`src/sppc_pkg.sv`:
```
// Shared types and constants for the square-root profile position controller.
package sppc_pkg;

    // Position field width in encoder counts
    localparam int POSITION_WIDTH = 24;

    // Fixed register formats
    localparam int GAIN_FRAC     = 12;
    localparam int OUT_GAIN_FRAC = 8;
    localparam int CFG_DATA_W    = 24;
    localparam int CFG_INDEX_W   = 3;

    // Square root unit: 24-bit operands in the root zone, 48-bit radicand
    localparam int SQRT_ROOT_W = 24;
    localparam int SQRT_X_W    = 2 * SQRT_ROOT_W;

    // Register indexes on the configuration port
    localparam logic [CFG_INDEX_W-1:0] CFG_ERROR_GAIN      = 3'd0;
    localparam logic [CFG_INDEX_W-1:0] CFG_DEADBAND        = 3'd1;
    localparam logic [CFG_INDEX_W-1:0] CFG_SLOW_ZONE_LIMIT = 3'd2;
    localparam logic [CFG_INDEX_W-1:0] CFG_MAX_SPEED       = 3'd3;
    localparam logic [CFG_INDEX_W-1:0] CFG_TWICE_ACCEL     = 3'd4;
    localparam logic [CFG_INDEX_W-1:0] CFG_OUTPUT_GAIN     = 3'd5;

    // Register reset values
    localparam logic [15:0] RST_ERROR_GAIN      = 16'd512;
    localparam logic [15:0] RST_DEADBAND        = 16'd26;
    localparam logic [23:0] RST_SLOW_ZONE_LIMIT = 24'd12800;
    localparam logic [23:0] RST_MAX_SPEED       = 24'd25600;
    localparam logic [23:0] RST_TWICE_ACCEL     = 24'd51200;
    localparam logic [15:0] RST_OUTPUT_GAIN     = 16'd5120;

    // Zone codes
    localparam logic [1:0] ZONE_DEAD = 2'd0;
    localparam logic [1:0] ZONE_ROOT = 2'd1;
    localparam logic [1:0] ZONE_FULL = 2'd2;

    // Input item
    typedef struct packed {
        logic signed [POSITION_WIDTH-1:0] target_position;
        logic signed [POSITION_WIDTH-1:0] current_position;
    } t_sppc_in;

    // Result item
    typedef struct packed {
        logic signed [15:0] velocity_command;
        logic [1:0]         zone;
    } t_sppc_out;

    // Sideband carried alongside the square root pipeline
    typedef struct packed {
        logic       neg;
        logic [1:0] zone;
    } t_sppc_side;

endpackage

```
`src/sppc_sqrt_pipe.sv`:
```
// Pipelined integer square root: one result bit per register stage.
module sppc_sqrt_pipe (
    input  logic                                i_clk,
    input  logic                                i_rst_n,
    input  logic                                i_vld,
    input  logic [sppc_pkg::SQRT_X_W-1:0]       i_x,
    input  sppc_pkg::t_sppc_side                i_side,
    output logic                                o_vld,
    output logic [sppc_pkg::SQRT_ROOT_W-1:0]    o_root,
    output sppc_pkg::t_sppc_side                o_side
);
    import sppc_pkg::*;

    localparam int ROOT_W = SQRT_ROOT_W;
    localparam int X_W    = SQRT_X_W;
    localparam int REM_W  = ROOT_W + 2;

    // Stage output registers; the last stage keeps no remainder or radicand
    logic [REM_W-1:0]  r_rem  [0:ROOT_W-2];
    logic [X_W-1:0]    r_x    [0:ROOT_W-2];
    logic [ROOT_W-1:0] r_root [0:ROOT_W-1];
    t_sppc_side        r_side [0:ROOT_W-1];
    logic              r_vld  [0:ROOT_W-1];

    for (genvar k = 0; k < ROOT_W; k++) begin : g_step
        logic [REM_W-1:0]  rem_in;
        logic [ROOT_W-1:0] root_in;
        logic [X_W-1:0]    x_in;
        t_sppc_side        side_in;
        logic              vld_in;
        logic [REM_W+1:0]  rem_sh;
        logic [REM_W+1:0]  trial;
        logic [REM_W+1:0]  diff;
        logic              take;
        logic [ROOT_W-1:0] n_root;

        // Stage inputs
        if (k == 0) begin : g_first
            assign rem_in  = '0;
            assign root_in = '0;
            assign x_in    = i_x;
            assign side_in = i_side;
            assign vld_in  = i_vld;
        end else begin : g_next
            assign rem_in  = r_rem[k-1];
            assign root_in = r_root[k-1];
            assign x_in    = r_x[k-1];
            assign side_in = r_side[k-1];
            assign vld_in  = r_vld[k-1];
        end

        // Bring down two radicand bits, try root*4+1
        assign rem_sh = {rem_in, x_in[X_W-1 -: 2]};
        assign trial  = {2'b00, root_in, 2'b01};
        assign diff   = rem_sh - trial;
        assign take   = (rem_sh >= trial);
        assign n_root = {root_in[ROOT_W-2:0], take};

        always_ff @(posedge i_clk) begin
            if (!i_rst_n) begin
                r_vld[k] <= 1'b0;
            end else begin
                r_vld[k] <= vld_in;
            end
        end

        always_ff @(posedge i_clk) begin
            r_root[k] <= n_root;
            r_side[k] <= side_in;
        end

        if (k < ROOT_W - 1) begin : g_carry
            logic [REM_W-1:0] n_rem;
            assign n_rem = take ? diff[REM_W-1:0] : rem_sh[REM_W-1:0];
            always_ff @(posedge i_clk) begin
                r_rem[k] <= n_rem;
                r_x[k]   <= {x_in[X_W-3:0], 2'b00};
            end
        end
    end

    assign o_vld  = r_vld[ROOT_W-1];
    assign o_root = r_root[ROOT_W-1];
    assign o_side = r_side[ROOT_W-1];

endmodule

```
`config.mk`:
```
export PLATFORM = sky130hd
export DESIGN_NAME = sppc_sqrt_pipe
export DESIGN_NICKNAME = d
export VERILOG_FILES = /design/src/sppc_pkg.sv /design/src/sppc_sqrt_pipe.sv
export SDC_FILE = /design/constraint.sdc
export NUM_CORES = 2
export LEC_CHECK = 0
export BUFFER_PORTS_ARGS = -buffer_cell sky130_fd_sc_hd__buf_2
export CORE_MARGIN = 2
export CORE_UTILIZATION = 45
export DETAILED_ROUTE_END_ITERATION = 16
export PLACE_DENSITY_LB_ADDON = 0.08
export SYNTH_ARGS = -nofsm -noshare
export SYNTH_HDL_FRONTEND = slang
export SYNTH_SLANG_ARGS = --single-unit
```
`constraint.sdc`:
```
create_clock -name i_clk -period 2.7 [get_ports i_clk]
set_clock_uncertainty 0.05 [all_clocks]
set_input_delay 0.27 -clock i_clk [delete_from_list [all_inputs] [get_ports i_clk]]
set_output_delay 0.27 -clock i_clk [all_outputs]
set_load 0.1 [all_outputs]
```
==> metrics.txt <==
Max Cap Viol=0; Setup TNS=-0.05918 ns; Synth Instances=5258; Clock Latency Late Sink=0.79 ns; Main synth FF type=dfxtp_1; clk root buf=clkbuf_16; pre-CTS setup slack=-0.1856 ns; Synth Warn #=0; area delta synth->final=26.92%; Hold Path Class=input port to flip-flop; Design Power=0.06390 W; Pre-antenna DRT Iters=5; Crit. End Element=flip-flop; clk slew on worst S/H paths=0.06 ns; GR Overflow Total=0; most common cell after layout, fill and taps aside=dfxtp_1; Avg Cell Area, Syn=10.30 µm²; EDFF count, synth=0; Total Wirelength=118000 µm; fin worst setup slack=-0.04999 ns; crit path time final=2.750 ns; final setup fails=2; Post-DP HPWL=87370 µm; FFs w/ async S/R, synth=0%; total power divided by cell area=929.2 nW/µm²; CP Cell Sequence=inv_2 -> ha_4 -> nor2b_4 -> o31a_1 -> o31a_1 -> buf_6 -> nor4_4 -> o21ai_2 -> a41oi_4 -> buf_12 -> buf_8 -> a311oi_2 -> xor2_1; status=finished, violations left; CTS tree=built; worst-margin pin slew=0.6317 ns; number of global-route vias before repair=37330; total number of vias=37980; WL/cell=15.26 µm; maximum vdd ir drop=0.7019 mV; die area=123200 µm²; Hold Fails Final Rpt=0; Core ar.=119700 µm²; 1st-iter DRT viols=1846; fmax=363.6 MHz; Seq/Total Area, Yosys=55.83%; Cell Area, Placed=59940 µm²; share of the clock period used by the worst path=101.9%; maximum clock insertion buffer count=3; crit-path most repeated cell=o31a_1; gpl congestion=0.8646; slowest CP cell=dfxtp_2; global-route wire length before repair=186300 µm; DRC=0; row count=127; # H-tree levels=4; Via density=4.913; IO Pins=82; Critical Path RT=3.29 ns; Post-layout nets=6375; max incr delay on CP=0.34 ns; final slew viol count=0; antenna-violating nets left=0; chip height=351.0 µm; hold_ws=0.06827 ns; final standard cell area without fillers=68770 µm²; Static Leak=31.79 nW; GRT Total Usage=18.76%; CTS sink cnt=1511; Slew headroom=57.44%; Synth Register Bits=1511; setup slack, reg-to-reg=-0.05 ns; Starting Density=45.28%; initial antenna violation count=0; Die Width=351.0 µm; ratio of cells with drive above 1 in the final layout=21.17%; Syn Nets=5638; most frequent cells in the layout=1468 x dfxtp_1, 490 x buf_4, 400 x inv_1; WP data arrival=3.34 ns; failing checks=negative setup slack; crit-path max FO=7; crit start category=flip-flop; mapped cell area=54180 µm²; largest net degree at the start of global routing=27; CTS buffer count=157; synth unique cells=96; RSZ-0062 raised after global routing=yes; kind of critical path=flip-flop to flip-flop; Port Buffer Count=81
-- state kept, by name, summed over array words and instances, names as in the netlist --
| name | cells |
|---|---|
| r_vld | 24 |
| r_side | 72 |
| r_x | 552 |
| r_rem | 563 |
| r_root | 300 |
-- what timing repair did --
| item | 4_1_cts | 5_1_grt |
|---|---|---|
| endpoints found under the hold margin | 76 | 0 |
| setup endpoints to repair | 143 | 318 |
| resized for setup | 83 | 382 |
| hold buffers | 70 | 0 |
| pin swaps | 34 | 108 |
| buffers inserted | 11 | 27 |
| cloned | 2 | 5 |
-- Yosys cell counts, types with 60 or more instances --
master	count	area [µm²]
dfxtp_1	1511	30250
inv_1	409	1535
nor2_1	341	1280
a21oi_1	339	1697
ha_1	326	4079
nand2_1	296	1111
xnor2_1	236	2067
o21ai_0	218	1091
xor2_1	204	1787
nor3_1	147	735.7
a21o_1	113	848.3
nand3_1	111	555.5
clkbuf_1	81	304.0
nor4_1	72	450.4
o21a_1	67	503.0
or3_1	60	375.4
-- metal layers --
layer,share of wire (%),vias up,track usage [%],wire (µm)
li1,-,19510,-,-
met1,43,17560,22.29,51110
met2,50,661,33.78,59080
met3,3.6,243,3.241,4197
met4,3.0,0,6.806,3573
met5,0,-,0,0
-- final cells by class --
| class | count | area [µm²] |
|---|---|---|
| repair buffers | 677 | 5339 |
| flip-flops and latches | 1511 | 30310 |
| inverters | 413 | 1558 |
| well taps | 1612 | 2017 |
| multi-input cells | 3235 | 23860 |
| clock inverters | 65 | 1255 |
| fillers | 10380 | 50890 |
| clock buffers | 216 | 4431 |
| diodes | 1 | 2.502 |
-- through the flow --
stage               instances  util [%]
detailed placement       7333     50.10
finish                   7730     57.47
floorplan                5258         -
global route             7729     57.47
CTS                      7697     55.85
global placement         7333     50.10
-- final timing paths --
check / cells after the start / end / start
setup reg to reg: 13 / r_rem[2][181] / r_root[2][120]
hold / removal: 2 / r_x[0][34] / i_x[34]
setup / recovery: 13 / r_rem[2][181] / r_root[2][120]
hold reg to reg: 0 / r_x[1][73] / r_x[1][25]
-- where the power goes --
part           internal, W  switching [W]  total, W
logic              0.00612        0.00615    0.0123
clock network       0.0139        0.00895    0.0228
registers           0.0259        0.00288    0.0288
-- logic make-up after synthesis --
family / after synthesis / share of synthesized area [%]
DFF: 1511 / 55.83
and+or+nand+nor: 1397 / 13.05
AOI/OAI and AO/OA: 1021 / 11.89
buffers and inverters: 513 / 3.588
xor gates and xnor gates: 440 / 7.112
adders and majority gates: 326 / 7.528
muxes: 49 / 0.9999
other: 1 / 0.006921
-- worst max-delay path, delay by kind of cell (launching register included) --
| family | cells | cell delay [ns] |
|---|---|---|
| compound gates | 5 | 0.97 |
| xor+xnor | 1 | 0.18 |
| fa+ha+maj | 1 | 0.21 |
| buf+inv | 4 | 0.47 |
| flops | 1 | 0.34 |
| simple gates | 2 | 0.40 |
Note: power is estimated with default switching activity, not from simulation.
